<file path="src/brlc_pkg.sv">
`timescale 1ns / 1ps
// ----------------------------------------------------------------------------
// brlc_pkg
// Shared constants and the command and status words between the byte-run
// line compressor controller and its datapath.
// ----------------------------------------------------------------------------
package brlc_pkg;

  localparam int MAX_PACKET_DEF = 127;  // longest run or literal packet
  localparam int RUN_MIN        = 3;    // shortest run sent as a run packet
  localparam int PACK_BYTES     = 8;    // bytes per output word
  localparam int BYTE_W         = 8;
  localparam int FILL_W         = 3;    // pack buffer fill, wraps at eight
  localparam int COUNT_W        = 4;    // byte_count field

  typedef struct packed {
    logic capture;    // take the accepted pixel
    logic inc_run;    // pixel extends the run
    logic set_run;    // pixel starts a new run
    logic add_lit;    // move one run byte into the literal store
    logic fl_start;   // push literal packet lead byte
    logic fl_push;    // push one stored literal
    logic run_cnt;    // push run length
    logic run_val;    // push run value
    logic emit_part;  // send partly filled word
    logic emit_hdr;   // send line header word
  } brlc_cmd_t;

  typedef struct packed {
    logic match;
    logic len_ge3;
    logic len_nz;
    logic len_max;
    logic lit_zero;
    logic lit_full_next;
    logic rd_last;
    logic fill_nz;
    logic can_push;
    logic out_free;
    logic line_end;
  } brlc_status_t;

endpackage

</file>
<file path="src/brlc_in_if.sv">
`timescale 1ns / 1ps
// ----------------------------------------------------------------------------
// brlc_in_if
// Pixel input channel: one pixel byte and its end-of-line mark per word.
// ----------------------------------------------------------------------------
interface brlc_in_if;
  import brlc_pkg::*;

  logic              valid;
  logic              ready;
  logic [BYTE_W-1:0] pixel;
  logic              line_end;

  modport source (output valid, output pixel, output line_end, input ready);
  modport sink   (input valid, input pixel, input line_end, output ready);

endinterface

</file>
<file path="src/brlc_out_if.sv">
`timescale 1ns / 1ps
// ----------------------------------------------------------------------------
// brlc_out_if
// Packed output channel: up to eight encoded bytes per word, with flags.
// ----------------------------------------------------------------------------
interface brlc_out_if;
  import brlc_pkg::*;

  logic               valid;
  logic               ready;
  logic [BYTE_W-1:0]  out_byte_0;
  logic [BYTE_W-1:0]  out_byte_1;
  logic [BYTE_W-1:0]  out_byte_2;
  logic [BYTE_W-1:0]  out_byte_3;
  logic [BYTE_W-1:0]  out_byte_4;
  logic [BYTE_W-1:0]  out_byte_5;
  logic [BYTE_W-1:0]  out_byte_6;
  logic [BYTE_W-1:0]  out_byte_7;
  logic [COUNT_W-1:0] byte_count;
  logic               is_line_header;
  logic               last_of_line;

  modport source (
    output valid, output out_byte_0, output out_byte_1, output out_byte_2,
    output out_byte_3, output out_byte_4, output out_byte_5, output out_byte_6,
    output out_byte_7, output byte_count, output is_line_header,
    output last_of_line, input ready
  );
  modport sink (
    input valid, input out_byte_0, input out_byte_1, input out_byte_2,
    input out_byte_3, input out_byte_4, input out_byte_5, input out_byte_6,
    input out_byte_7, input byte_count, input is_line_header,
    input last_of_line, output ready
  );

endinterface

</file>
<file path="src/brlc_ctrl.sv">
`timescale 1ns / 1ps
// ----------------------------------------------------------------------------
// brlc_ctrl
// Sequencer for the byte-run encoder: steps each pixel through run
// matching, run closing, literal packet flushing and end-of-line output.
// ----------------------------------------------------------------------------
module brlc_ctrl (
  input  logic                  clk,
  input  logic                  rst_n,
  input  logic                  in_valid,
  output logic                  in_ready,
  input  brlc_pkg::brlc_status_t st,
  output brlc_pkg::brlc_cmd_t    cmd
);
  import brlc_pkg::*;

  typedef enum logic [3:0] {
    S_IDLE,
    S_MATCH,
    S_SETRUN,
    S_CAP,
    S_END,
    S_FLEND,
    S_PART,
    S_HDR,
    S_CLOSE,
    S_ADDLIT,
    S_FL_HDR,
    S_FL_DATA,
    S_RUN_CNT,
    S_RUN_VAL
  } state_t;

  state_t state_r, state_nxt;
  state_t cr_ret_r, cr_ret_nxt;  // where a closed run resumes
  state_t fl_ret_r, fl_ret_nxt;  // where a literal flush resumes

  always_comb begin
    state_nxt  = state_r;
    cr_ret_nxt = cr_ret_r;
    fl_ret_nxt = fl_ret_r;
    cmd        = '0;
    in_ready   = 1'b0;
    case (state_r)
      S_IDLE: begin
        in_ready = 1'b1;
        if (in_valid) begin
          cmd.capture = 1'b1;
          state_nxt   = S_MATCH;
        end
      end
      S_MATCH: begin
        if (st.match) begin
          cmd.inc_run = 1'b1;
          state_nxt   = S_CAP;
        end else begin
          cr_ret_nxt = S_SETRUN;
          state_nxt  = S_CLOSE;
        end
      end
      S_SETRUN: begin
        cmd.set_run = 1'b1;
        state_nxt   = S_END;
      end
      S_CAP: begin
        if (st.len_max) begin
          cr_ret_nxt = S_END;
          state_nxt  = S_CLOSE;
        end else begin
          state_nxt = S_END;
        end
      end
      S_END: begin
        if (st.line_end) begin
          cr_ret_nxt = S_FLEND;
          state_nxt  = S_CLOSE;
        end else begin
          state_nxt = S_IDLE;
        end
      end
      S_FLEND: begin
        fl_ret_nxt = S_PART;
        state_nxt  = S_FL_HDR;
      end
      S_PART: begin
        if (!st.fill_nz) begin
          state_nxt = S_HDR;
        end else if (st.out_free) begin
          cmd.emit_part = 1'b1;
          state_nxt     = S_HDR;
        end
      end
      S_HDR: begin
        if (st.out_free) begin
          cmd.emit_hdr = 1'b1;
          state_nxt    = S_IDLE;
        end
      end
      S_CLOSE: begin
        if (st.len_ge3) begin
          fl_ret_nxt = S_RUN_CNT;
          state_nxt  = S_FL_HDR;
        end else if (st.len_nz) begin
          state_nxt = S_ADDLIT;
        end else begin
          state_nxt = cr_ret_r;
        end
      end
      S_ADDLIT: begin
        cmd.add_lit = 1'b1;
        if (st.lit_full_next) begin
          fl_ret_nxt = S_CLOSE;
          state_nxt  = S_FL_HDR;
        end else begin
          state_nxt = S_CLOSE;
        end
      end
      S_FL_HDR: begin
        if (st.lit_zero) begin
          state_nxt = fl_ret_r;
        end else if (st.can_push) begin
          cmd.fl_start = 1'b1;
          state_nxt    = S_FL_DATA;
        end
      end
      S_FL_DATA: begin
        if (st.can_push) begin
          cmd.fl_push = 1'b1;
          if (st.rd_last) begin
            state_nxt = fl_ret_r;
          end
        end
      end
      S_RUN_CNT: begin
        if (st.can_push) begin
          cmd.run_cnt = 1'b1;
          state_nxt   = S_RUN_VAL;
        end
      end
      S_RUN_VAL: begin
        if (st.can_push) begin
          cmd.run_val = 1'b1;
          state_nxt   = cr_ret_r;
        end
      end
      default: begin
        state_nxt = S_IDLE;
      end
    endcase
  end

  always_ff @(posedge clk) begin
    if (!rst_n) begin
      state_r  <= S_IDLE;
      cr_ret_r <= S_IDLE;
      fl_ret_r <= S_IDLE;
    end else begin
      state_r  <= state_nxt;
      cr_ret_r <= cr_ret_nxt;
      fl_ret_r <= fl_ret_nxt;
    end
  end

endmodule

</file>
<file path="src/brlc_datapath.sv">
`timescale 1ns / 1ps
// ----------------------------------------------------------------------------
// brlc_datapath
// Run tracker, literal store, packet counter, eight-byte pack buffer and
// output word register of the byte-run encoder.
// ----------------------------------------------------------------------------
module brlc_datapath #(
  parameter int MAX_PACKET = brlc_pkg::MAX_PACKET_DEF
) (
  input  logic                        clk,
  input  logic                        rst_n,
  input  logic [brlc_pkg::BYTE_W-1:0] in_pixel,
  input  logic                        in_line_end,
  input  brlc_pkg::brlc_cmd_t          cmd,
  output brlc_pkg::brlc_status_t       st,
  brlc_out_if.source                  out_ch
);
  import brlc_pkg::*;

  localparam int CW = $clog2(MAX_PACKET + 1);  // run and literal counts
  localparam int AW = $clog2(MAX_PACKET);      // literal store index

  logic [BYTE_W-1:0]  pix_r;
  logic               le_r;
  logic [BYTE_W-1:0]  run_value_r;
  logic [CW-1:0]      run_len_r, run_len_nxt;
  logic [CW-1:0]      lit_cnt_r, lit_cnt_nxt;
  logic [BYTE_W-1:0]  pc_r, pc_nxt;
  logic [FILL_W-1:0]  fill_r, fill_nxt;
  logic [AW-1:0]      rd_idx_r, rd_addr;
  logic [BYTE_W-1:0]  rd_data_r;
  logic [BYTE_W-1:0]  lit_mem [MAX_PACKET];
  logic [BYTE_W-1:0]  pack_r [PACK_BYTES];

  logic               out_valid_r, out_valid_nxt;
  logic [BYTE_W-1:0]  out_bytes_r [PACK_BYTES];
  logic [COUNT_W-1:0] out_count_r;
  logic               out_hdr_r;
  logic               out_last_r;

  logic               push;
  logic               emit_full;
  logic [BYTE_W-1:0]  push_b;

  // status
  assign st.match         = (run_len_r != '0) && (pix_r == run_value_r);
  assign st.len_ge3       = run_len_r >= CW'(RUN_MIN);
  assign st.len_nz        = run_len_r != '0;
  assign st.len_max       = run_len_r == CW'(MAX_PACKET);
  assign st.lit_zero      = lit_cnt_r == '0;
  assign st.lit_full_next = lit_cnt_r == CW'(MAX_PACKET - 1);
  assign st.rd_last       = (CW'(rd_idx_r) + CW'(1)) == lit_cnt_r;
  assign st.fill_nz       = fill_r != '0;
  assign st.out_free      = !out_valid_r || out_ch.ready;
  assign st.can_push      = (fill_r != FILL_W'(PACK_BYTES - 1)) || st.out_free;
  assign st.line_end      = le_r;

  assign push      = cmd.fl_start | cmd.fl_push | cmd.run_cnt | cmd.run_val;
  assign emit_full = push && (fill_r == FILL_W'(PACK_BYTES - 1));

  always_comb begin
    case (1'b1)
      cmd.fl_start: push_b = BYTE_W'(0) - BYTE_W'(lit_cnt_r);
      cmd.fl_push:  push_b = rd_data_r;
      cmd.run_cnt:  push_b = BYTE_W'(run_len_r);
      default:      push_b = run_value_r;
    endcase
  end

  // literal store read address
  always_comb begin
    if (cmd.fl_start) begin
      rd_addr = '0;
    end else if (cmd.fl_push && !st.rd_last) begin
      rd_addr = rd_idx_r + AW'(1);
    end else begin
      rd_addr = rd_idx_r;
    end
  end

  always_comb begin
    run_len_nxt = run_len_r;
    if (cmd.inc_run) begin
      run_len_nxt = run_len_r + CW'(1);
    end else if (cmd.set_run) begin
      run_len_nxt = CW'(1);
    end else if (cmd.add_lit) begin
      run_len_nxt = run_len_r - CW'(1);
    end else if (cmd.run_val || cmd.emit_hdr) begin
      run_len_nxt = '0;
    end

    lit_cnt_nxt = lit_cnt_r;
    if (cmd.add_lit) begin
      lit_cnt_nxt = lit_cnt_r + CW'(1);
    end else if ((cmd.fl_push && st.rd_last) || cmd.emit_hdr) begin
      lit_cnt_nxt = '0;
    end

    pc_nxt = pc_r;
    if ((cmd.fl_push && st.rd_last) || cmd.run_val) begin
      pc_nxt = pc_r + BYTE_W'(1);
    end else if (cmd.emit_hdr) begin
      pc_nxt = '0;
    end

    fill_nxt = fill_r;
    if (push) begin
      fill_nxt = fill_r + FILL_W'(1);
    end else if (cmd.emit_part || cmd.emit_hdr) begin
      fill_nxt = '0;
    end

    out_valid_nxt = out_valid_r && !out_ch.ready;
    if (emit_full || cmd.emit_part || cmd.emit_hdr) begin
      out_valid_nxt = 1'b1;
    end
  end

  always_ff @(posedge clk) begin
    if (!rst_n) begin
      run_value_r <= '0;
      run_len_r   <= '0;
      lit_cnt_r   <= '0;
      pc_r        <= '0;
      fill_r      <= '0;
      out_valid_r <= 1'b0;
    end else begin
      if (cmd.set_run) begin
        run_value_r <= pix_r;
      end
      run_len_r   <= run_len_nxt;
      lit_cnt_r   <= lit_cnt_nxt;
      pc_r        <= pc_nxt;
      fill_r      <= fill_nxt;
      out_valid_r <= out_valid_nxt;
    end
  end

  // literal store
  always_ff @(posedge clk) begin
    if (cmd.add_lit) begin
      lit_mem[lit_cnt_r[AW-1:0]] <= run_value_r;
    end
    rd_data_r <= lit_mem[rd_addr];
  end

  always_ff @(posedge clk) begin
    if (cmd.capture) begin
      pix_r <= in_pixel;
      le_r  <= in_line_end;
    end
    if (cmd.fl_start) begin
      rd_idx_r <= '0;
    end else if (cmd.fl_push && !st.rd_last) begin
      rd_idx_r <= rd_idx_r + AW'(1);
    end
    if (push) begin
      pack_r[fill_r] <= push_b;
    end
    if (emit_full) begin
      for (int i = 0; i < PACK_BYTES; i++) begin
        out_bytes_r[i] <= (i == PACK_BYTES - 1) ? push_b : pack_r[i];
      end
      out_count_r <= COUNT_W'(PACK_BYTES);
      out_hdr_r   <= 1'b0;
      out_last_r  <= 1'b0;
    end else if (cmd.emit_part) begin
      for (int i = 0; i < PACK_BYTES; i++) begin
        out_bytes_r[i] <= (FILL_W'(i) < fill_r) ? pack_r[i] : '0;
      end
      out_count_r <= COUNT_W'(fill_r);
      out_hdr_r   <= 1'b0;
      out_last_r  <= 1'b0;
    end else if (cmd.emit_hdr) begin
      for (int i = 0; i < PACK_BYTES; i++) begin
        out_bytes_r[i] <= (i == 0) ? pc_r : '0;
      end
      out_count_r <= COUNT_W'(1);
      out_hdr_r   <= 1'b1;
      out_last_r  <= 1'b1;
    end
  end

  assign out_ch.valid          = out_valid_r;
  assign out_ch.out_byte_0     = out_bytes_r[0];
  assign out_ch.out_byte_1     = out_bytes_r[1];
  assign out_ch.out_byte_2     = out_bytes_r[2];
  assign out_ch.out_byte_3     = out_bytes_r[3];
  assign out_ch.out_byte_4     = out_bytes_r[4];
  assign out_ch.out_byte_5     = out_bytes_r[5];
  assign out_ch.out_byte_6     = out_bytes_r[6];
  assign out_ch.out_byte_7     = out_bytes_r[7];
  assign out_ch.byte_count     = out_count_r;
  assign out_ch.is_line_header = out_hdr_r;
  assign out_ch.last_of_line   = out_last_r;

endmodule

</file>
<file path="src/byte_run_line_compressor.sv">
`timescale 1ns / 1ps
// ----------------------------------------------------------------------------
// byte_run_line_compressor
// Byte-run line encoder: controller plus datapath.
// ----------------------------------------------------------------------------
// Pixels of one raster line come in one byte per word, line_end on the last.
// Runs of three or more equal bytes (up to MAX_PACKET) leave as a count and
// value pair, other bytes as literal packets led by the negated count, packed
// eight bytes to an output word; after the line's data comes a one-byte
// header word with the packet count mod 256 and last_of_line set, which
// downstream moves to the front of the line. One pixel is worked on at a
// time: a pixel that extends a run is counted and checked for a line end; one
// that starts a new run first closes the pending run, moving each short run
// byte to the literal store or, for a run of three or more, flushing the
// literals ahead of it and sending its run packet. A literal flush pushes the
// negated count, then the stored bytes into the single push path, one a cycle
// while pushes are not held; with nothing held it pushes nothing. A pixel that
// completes a full-length run also pays for closing it, and at a line end the
// run is closed, the literals flushed and the partial and header words sent.
// Output back-pressure holds any push that would complete a word, and the
// partial and header words, while the previous word is unread.
// ----------------------------------------------------------------------------
module byte_run_line_compressor #(
  parameter int MAX_PACKET = brlc_pkg::MAX_PACKET_DEF
) (
  input  logic       clk,
  input  logic       rst_n,
  brlc_in_if.sink    in_ch,
  brlc_out_if.source out_ch
);
  import brlc_pkg::*;

  brlc_cmd_t    cmd;
  brlc_status_t st;
  logic         in_ready;

  assign in_ch.ready = in_ready;

  brlc_ctrl u_ctrl (
    .clk      (clk),
    .rst_n    (rst_n),
    .in_valid (in_ch.valid),
    .in_ready (in_ready),
    .st       (st),
    .cmd      (cmd)
  );

  brlc_datapath #(
    .MAX_PACKET (MAX_PACKET)
  ) u_datapath (
    .clk         (clk),
    .rst_n       (rst_n),
    .in_pixel    (in_ch.pixel),
    .in_line_end (in_ch.line_end),
    .cmd         (cmd),
    .st          (st),
    .out_ch      (out_ch)
  );

endmodule

</file>
<file path="src/flat_wrapper.sv">
// flat-port wrapper written by rule: the top's interface ports become plain ports
module byte_run_line_compressor_flat import brlc_pkg::*;
#(
  parameter int MAX_PACKET = brlc_pkg::MAX_PACKET_DEF
)
  (clk, rst_n, in_ch_valid, in_ch_pixel, in_ch_line_end, in_ch_ready, out_ch_valid, out_ch_out_byte_0, out_ch_out_byte_1, out_ch_out_byte_2, out_ch_out_byte_3, out_ch_out_byte_4, out_ch_out_byte_5, out_ch_out_byte_6, out_ch_out_byte_7, out_ch_byte_count, out_ch_is_line_header, out_ch_last_of_line, out_ch_ready);
  brlc_in_if in_ch_i ();
  brlc_out_if out_ch_i ();
  input  logic clk;
  input  logic rst_n;
  input wire logic [$bits(in_ch_i.valid)-1:0] in_ch_valid;
  input wire logic [$bits(in_ch_i.pixel)-1:0] in_ch_pixel;
  input wire logic [$bits(in_ch_i.line_end)-1:0] in_ch_line_end;
  output wire logic [$bits(in_ch_i.ready)-1:0] in_ch_ready;
  output wire logic [$bits(out_ch_i.valid)-1:0] out_ch_valid;
  output wire logic [$bits(out_ch_i.out_byte_0)-1:0] out_ch_out_byte_0;
  output wire logic [$bits(out_ch_i.out_byte_1)-1:0] out_ch_out_byte_1;
  output wire logic [$bits(out_ch_i.out_byte_2)-1:0] out_ch_out_byte_2;
  output wire logic [$bits(out_ch_i.out_byte_3)-1:0] out_ch_out_byte_3;
  output wire logic [$bits(out_ch_i.out_byte_4)-1:0] out_ch_out_byte_4;
  output wire logic [$bits(out_ch_i.out_byte_5)-1:0] out_ch_out_byte_5;
  output wire logic [$bits(out_ch_i.out_byte_6)-1:0] out_ch_out_byte_6;
  output wire logic [$bits(out_ch_i.out_byte_7)-1:0] out_ch_out_byte_7;
  output wire logic [$bits(out_ch_i.byte_count)-1:0] out_ch_byte_count;
  output wire logic [$bits(out_ch_i.is_line_header)-1:0] out_ch_is_line_header;
  output wire logic [$bits(out_ch_i.last_of_line)-1:0] out_ch_last_of_line;
  input wire logic [$bits(out_ch_i.ready)-1:0] out_ch_ready;
  assign in_ch_i.valid = in_ch_valid;
  assign in_ch_i.pixel = in_ch_pixel;
  assign in_ch_i.line_end = in_ch_line_end;
  assign in_ch_ready = in_ch_i.ready;
  assign out_ch_valid = out_ch_i.valid;
  assign out_ch_out_byte_0 = out_ch_i.out_byte_0;
  assign out_ch_out_byte_1 = out_ch_i.out_byte_1;
  assign out_ch_out_byte_2 = out_ch_i.out_byte_2;
  assign out_ch_out_byte_3 = out_ch_i.out_byte_3;
  assign out_ch_out_byte_4 = out_ch_i.out_byte_4;
  assign out_ch_out_byte_5 = out_ch_i.out_byte_5;
  assign out_ch_out_byte_6 = out_ch_i.out_byte_6;
  assign out_ch_out_byte_7 = out_ch_i.out_byte_7;
  assign out_ch_byte_count = out_ch_i.byte_count;
  assign out_ch_is_line_header = out_ch_i.is_line_header;
  assign out_ch_last_of_line = out_ch_i.last_of_line;
  assign out_ch_i.ready = out_ch_ready;
  byte_run_line_compressor #(.MAX_PACKET(MAX_PACKET)) u_core (.clk(clk), .rst_n(rst_n), .in_ch(in_ch_i), .out_ch(out_ch_i));
endmodule
</file>
<file path="config.mk">
export PLATFORM = sky130hd
export DESIGN_NAME = byte_run_line_compressor_flat
export DESIGN_NICKNAME = d
export VERILOG_FILES = /design/src/brlc_pkg.sv /design/src/brlc_in_if.sv /design/src/brlc_out_if.sv /design/src/brlc_ctrl.sv /design/src/brlc_datapath.sv /design/src/byte_run_line_compressor.sv /design/src/flat_wrapper.sv
export SDC_FILE = /design/constraint.sdc
export NUM_CORES = 2
export LEC_CHECK = 0
export BUFFER_PORTS_ARGS = -buffer_cell sky130_fd_sc_hd__buf_2
export CAP_MARGIN = 10
export CORE_MARGIN = 2
export CORE_UTILIZATION = 60
export CTS_BUF_LIST = sky130_fd_sc_hd__clkbuf_16
export CTS_CLUSTER_SIZE = 12
export DETAILED_ROUTE_END_ITERATION = 7
export PLACE_DENSITY_LB_ADDON = 0.2
export SETUP_SLACK_MARGIN = 0.02
export SYNTH_ARGS = -nofsm -noshare
export SYNTH_HDL_FRONTEND = slang
export SYNTH_SLANG_ARGS = --single-unit
</file>
<file path="constraint.sdc">
create_clock -name clk -period 6.92 [get_ports clk]
set_input_delay 1.038 -clock clk [delete_from_list [all_inputs] [get_ports clk]]
set_output_delay 1.038 -clock clk [all_outputs]
set_load 0.01 [all_outputs]
</file>
# Word level (Yosys, flattened, before mapping)
# Memory sizes are Yosys's and may differ from the RTL's. A register that Yosys moved wholly into a read port is not among the register bits.
# Index checks and enable logic that the tools add are counted.
# totals
regBits	67
latch_bits	0
mem_bits_rw	1144
rom_bits	0
inputBits	13
output_inout_bits	72
mem_count	3
# op_classes
n_addsub	7
mul	0
n_div	0
magnitude_cmp	9
n_eq_ne	32
shifts	0
mux	96
bitwise_logic	19
n_reduce_logical	31
# memory_table
memory	depth	word_bits	read_ports	rd_ports_with_merged_regs	wr	line_no	text
u_core.u_datapath.lit_mem	127	8	1	1	1	brlc_datapath.sv:32	logic [BYTE_W-1:0] lit_mem [MAX_PACKET];
u_core.u_datapath.out_bytes_r	8	8	8	0	8	brlc_datapath.sv:36	logic [BYTE_W-1:0] out_bytes_r [PACK_BYTES];
u_core.u_datapath.pack_r	8	8	8	0	1	brlc_datapath.sv:33	logic [BYTE_W-1:0] pack_r [PACK_BYTES];
# ops
cell	n
$mux 8	29
$mux 4	22
$mux 7	8
$pmux 4 s14	1
$mux 1	31
$eq 4x4->1 const B	6
$pmux 4 s3	2
$add 7x1->7 const B	3
$or 1x1->1	19
$eq 4x3->1 const B	4
$eq 7x7->1 const B	2
$lt 3x3->1 const A	4
$ne 2x1->1 const B	6
$ne 2x2->1 const B	5
$reduce_bool 3->1	3
$add 8x1->8 const B	1
$eq 4x2->1 const B	2
$eq 8x8->1	1
$logic_or 1x1->1	8
$reduce_and 8->1	1
$reduce_bool 2->1	4
$sub 1x7->8 const A	1
$eq 7x7->1	1
$ge 7x2->1 const B	1
other kinds (19)	29

# Depth between registers and ports, before layout
# depth
ltp_word	14
ltp_mapped	18
ltp_nobuf	13

# Modules after synthesis
# From an unflattened synthesis, not the netlist that was laid out.
# hier_totals
cells_unflattened	3516
hier_area_um2	50259.5
# modules_own_cells
mod	n_inst	cells_per_inst	area_per_inst_um2	seq_area_each_um2
brlc_datapath	1	3388	49327.3	35303.9
brlc_ctrl	1	128	932.1	200.2

# Least setup slack after synthesis
# No wires, ideal clock.
# synth_timing
kind	input to register
start	input port out_ch_ready
end	register u_core.u_datapath.rd_data_r[6], read port of u_core.u_datapath.lit_mem
arrival_time_ns	3.739
required_time_ns	6.782
path_slack_ns	3.043
cell_stages	13
cell_sequence	nand3b_1 -> o2111ai_4 -> and2_1 -> buf_2 -> a21oi_4 -> buf_4 -> buf_2 -> buf_1 -> mux4_2 -> a22oi_1 -> nand2_1 -> nor4_1 -> o211ai_1
# synth_between
elab_chain_cells	7
# synth_lines
element	line_no	text
start, declared	flat_wrapper.sv:27	input wire logic [$bits(out_ch_i.ready)-1:0] out_ch_ready;
$logic_or 1x1->1 *	brlc_datapath.sv:54	assign st.out_free = !out_valid_r || out_ch.ready;
$logic_or 1x1->1 *	brlc_datapath.sv:55	assign st.can_push = (fill_r != FILL_W'(PACK_BYTES - 1)) || st.out_free;
$mux 1 *	brlc_ctrl.sv:121, brlc_ctrl.sv:127	
$mux 1	brlc_ctrl.sv:44	case (state_r)
$logic_and 1x1->1	brlc_datapath.sv:74	end else if (cmd.fl_push && !st.rd_last) begin
$mux 7	brlc_datapath.sv:74	
$mux 7 *	brlc_datapath.sv:72	if (cmd.fl_start) begin
end, declared	brlc_datapath.sv:31	logic [BYTE_W-1:0] rd_data_r;
# Mark *: on every way between the ends. The rest lies on a longest branch, timed or not.
# A chain may end at the register's enable or synchronous reset.

# Worst setup path after layout
# layout_timing
start	register u_core.u_datapath.rd_idx_r[0]
end	register u_core.u_datapath.rd_data_r[2], read port of u_core.u_datapath.lit_mem
# layout_between
elab_chain_cells	6
# layout_lines
element	line_no	text
start, declared	brlc_datapath.sv:30	logic [AW-1:0] rd_idx_r, rd_addr;
start signal, assigned	brlc_datapath.sv:156	rd_idx_r <= rd_idx_r + AW'(1);
$add 7x1->7	brlc_datapath.sv:52, brlc_datapath.sv:75	
$eq 7x7->1	brlc_datapath.sv:52	assign st.rd_last = (CW'(rd_idx_r) + CW'(1)) == lit_cnt_r;
$logic_not 1->1	brlc_datapath.sv:74	
$logic_and 1x1->1	brlc_datapath.sv:74	
$mux 7 *	brlc_datapath.sv:74	
$mux 7 *	brlc_datapath.sv:72	
# Marked as above.

==> flow_summary.ini <==
[synth]
seq_area_frac_synth_pct = 72.3
largest_family_of_logic_cells_by_synthesized_area = simple AND/OR/NAND/NOR gates
synth_xor_area_share_pct = 0.517
netlist_instances = 3617
yosys.area_share.simple_pct = 14.0
ys_warn_count = 0
synth_enable_flop_cells = 1129
post_synthesis_average_cell_area_um2 = 13.6
yosys.area_share.adder_pct = 0.255
post_synthesis_compound_gate_area_fraction_pct = 6.45
async_flop_share_pct = 0
dominant_register_cell_in_the_synthesized_netlist = sky130_fd_sc_hd__edfxtp_1
cell_area_after_synthesis_um2 = 49100
synthDistinctLibCells = 75
synth_nets = 3640
synth_mux_area_share_pct = 4.32
synth.ff_latch_count = 1209

[sta]
timing.final.crit_period_ns = 6.03
drv_slew = 0
tns_ns = 0
finalWorstSetupSlack_ns = 0.888
min_period_over_period_pct = 87.2
final-setup-viol-count = 0
fin_worst_skew_ns = 0.0186
max_clock_freq_ghz = 0.166
grt_setup_unrepaired = no
tightestPinTransition_ns = 1.23
timing.slew.headroom_pct = 17.5
timing_hold_violations_final = 0

[cts]
cts-hold-fix-buffers = 0
numCtsBuffers = 119
cts_max_level = 3
clock_tree_from_tritoncts = done
clk_transition_reported_paths_ns = 0.06
setup_bufs_post_cts = 0
clock_sinks = 1209
clk_latency_ns = 0.69
clock_tree.buffer_depth = 3
post_cts.resized_instances = 0
root_buffer = sky130_fd_sc_hd__clkbuf_16

[drt]
firstDrtPassIters = 8
drc = 1
wire_per_inst_um = 26.3
drt_wl_total_um = 127000
vias = 31519
vias_per_cell = 6.55
drt_initial_violations = 4094
ant_nets = 0

[job]
max_cap_violation_count = 0

[critical_path]
critical_path_class = register to register
crit_path_frequent_cell = sky130_fd_sc_hd__and3_1
critPathSlowestCell = sky130_fd_sc_hd__a221oi_1
cp-start-kind = register
worst-path-max-fanout = 135
crit_chain = buf_4 -> and3_1 -> a21oi_1 -> o22a_2 -> a211oi_1 -> a21oi_4 -> inv_6 -> buf_12 -> nand2_1 -> and3_1 -> a31oi_1 -> o21ai_0 -> a221oi_1 -> or4b_1
critPathCaptureType = register
timing.critical_path.slowest_cell_delay_ns = 0.79
critPathRequiredTime_ns = 7.55
arrival_ns = 6.66

[global_routing]
vias_in_the_first_global_route = 30231
grt_first_pass_wirelength_um = 190000
grt_start_max_net_pins = 136
globalRoute.totalOverflow = 0
grt_antenna_before_repair = 1
grt_resource_usage_total_pct = 29.9

[finish]
layout.cells.most_common = sky130_fd_sc_hd__edfxtp_1
mostFrequentLayoutCells = 1129 x sky130_fd_sc_hd__edfxtp_1, 683 x sky130_fd_sc_hd__nand2_1, 348 x sky130_fd_sc_hd__nand3_1
design.final.nets = 3689
layout-drive-gt1-share_pct = 10.7
fin_area_um2 = 54100
area_growth_syn_to_layout_pct = 10.3
fill_cells = 5570

[placed_design]
detailedPlace.worstSlack_ns = 1.21
placement.io_buffers = 84
dpl.hpwl_um = 76600
globalplace.congestion = 0.913
post_dp_cell_area_um2 = 50600

[pwr]
vdd_drop_max_mv = 0.239
p_sw_share_pct = 26.3
power.leakage_uw = 0.0187
power.density_nw_per_um2 = 308
int_pwr_uw = 12300
pwr-share-seq_pct = 51.9
comb_power_share_pct = 12.7
netSwitchingPower_uw = 4390
pwr-share-clk_pct = 35.4

[floorplanning]
pin_count = 85
design.core.area_um2 = 80800
floorplan.initialDensity_pct = 60.8
chipWidth_um = 290
die_height_um = 290
row_count = 104
die_area_um2 = 84100

[outcome]
run_status = finished, violations left
failed_checks = DRC

[hold_path]
timing.hold.worst.class = register to register
## final timing paths
kind / from / to / slack [ns] / cells after the start
setup / recovery: u_core.u_datapath.rd_idx_r[0] / u_core.u_datapath.rd_data_r[2] / 0.89 / 14
hold / removal: u_core.u_datapath.out_ch.byte_count[2] / u_core.u_datapath.out_ch.byte_count[2] / 0.45 / 2
setup reg to reg: u_core.u_datapath.rd_idx_r[0] / u_core.u_datapath.rd_data_r[2] / 0.89 / 14
hold reg to reg: u_core.u_datapath.out_ch.byte_count[2] / u_core.u_datapath.out_ch.byte_count[2] / 0.45 / 2
## metrics by stage
stage	util [%]	hold WS [ns]	total power [uW]	std cells
after floorplan	-	0.436	10100	3617
after global placement	62.6	0.440	10800	4603
after detailed placement	62.6	0.433	10900	4603
after CTS	67.0	0.442	16700	4807
after global routing	67.0	0.469	17200	4809
final	67.0	0.447	16700	4810
## Yosys cell counts, types with 13 or more instances
cell type,count,area [um^2]
sky130_fd_sc_hd__a211oi_1,13,97.6
sky130_fd_sc_hd__edfxtp_1,1129,33900
sky130_fd_sc_hd__a32oi_1,16,140
sky130_fd_sc_hd__inv_1,17,63.8
sky130_fd_sc_hd__buf_2,60,300
sky130_fd_sc_hd__clkbuf_1,135,507
sky130_fd_sc_hd__nand2_1,683,2560
sky130_fd_sc_hd__a22oi_1,23,173
sky130_fd_sc_hd__a31o_2,17,149
sky130_fd_sc_hd__and4_1,15,131
sky130_fd_sc_hd__mux4_2,48,1080
sky130_fd_sc_hd__nand4_1,41,257
sky130_fd_sc_hd__nor3_1,26,130
sky130_fd_sc_hd__nor2b_1,26,163
sky130_fd_sc_hd__a221oi_1,25,219
sky130_fd_sc_hd__dfxtp_1,80,1600
sky130_fd_sc_hd__nor4_1,16,100
sky130_fd_sc_hd__o21ai_0,71,355
sky130_fd_sc_hd__mux2i_1,100,1000
sky130_fd_sc_hd__and2_1,32,200
sky130_fd_sc_hd__a21oi_1,96,480
sky130_fd_sc_hd__nor3b_1,33,248
sky130_fd_sc_hd__nand3_1,351,1760
sky130_fd_sc_hd__buf_1,20,75.1
sky130_fd_sc_hd__a22o_1,26,228
sky130_fd_sc_hd__xor2_1,14,123
sky130_fd_sc_hd__nor2_1,198,743
sky130_fd_sc_hd__a31oi_1,90,563
sky130_fd_sc_hd__and3_1,37,231
sky130_fd_sc_hd__xnor2_1,15,131
## per-layer routing
metal	track usage (%)	share of wire (%)	vias up
li1	-	-	13739
met1	40.8	38	15513
met2	47.7	47	1905
met3	5.29	9.8	362
met4	13.5	4.9	0
met5	0	0	-
## state kept, by name, summed over array words and instances, names as in the netlist, 3 cells and up
name                                 flops
u_core.u_ctrl.cr_ret_r                   3
u_core.u_ctrl.fl_ret_r                   3
u_core.u_ctrl.state_r                    4
u_core.u_datapath.fill_r                 3
u_core.u_datapath.lit_cnt_r              7
u_core.u_datapath.lit_mem             1016
u_core.u_datapath.out_bytes_r           64
u_core.u_datapath.out_ch.byte_count      4
u_core.u_datapath.pack_r                56
u_core.u_datapath.pc_r                   8
u_core.u_datapath.pix_r                  8
u_core.u_datapath.rd_data_r              8
u_core.u_datapath.rd_idx_r               7
u_core.u_datapath.run_len_r              7
u_core.u_datapath.run_value_r            8
## final cells by class
| type | count | area, um^2 | share of cell area [%] |
|---|---|---|---|
| clock inverters | 84 | 526 | 0.971 |
| well taps | 1060 | 1330 | 2.45 |
| repair buffers | 154 | 1030 | 1.91 |
| inverters | 21 | 86.3 | 0.159 |
| multi-input cells | 2161 | 12600 | 23.3 |
| diodes | 1 | 2.50 | 0.00462 |
| flip-flops and latches | 1209 | 35500 | 65.6 |
| clock buffers | 120 | 3000 | 5.55 |
## cell families (layout without fill, tap and decap cells)
family,after synthesis,in the layout
AOI/OAI and AO/OA,465,465
muxes,151,151
DFF,1209,1209
buffers and inverters,247,379
xor gates and xnor gates,29,29
other,0,1
and+or+nand+nor,1506,1506
adders and majority gates,10,10
## worst max-delay path, delay by kind of cell, from the launching register on
kind / cells / cell delay [ns]
AOI/OAI and AO/OA: 7 / 2.12
buffers and inverters: 3 / 1.87
DFF: 1 / 0.78
and+or+nand+nor: 4 / 0.89
## power by group through the flow
stage | registers (uW) | clock network [uW] | logic, uW
finish | 8660 | 5900 | 2120
global route | 8670 | 6240 | 2290
detailed placement | 8800 | 0 | 2100
global placement | 8790 | 0 | 2050
floorplan | 8740 | 0 | 1380
CTS | 8650 | 5950 | 2110
Note: power is estimated with default switching activity, not from simulation.
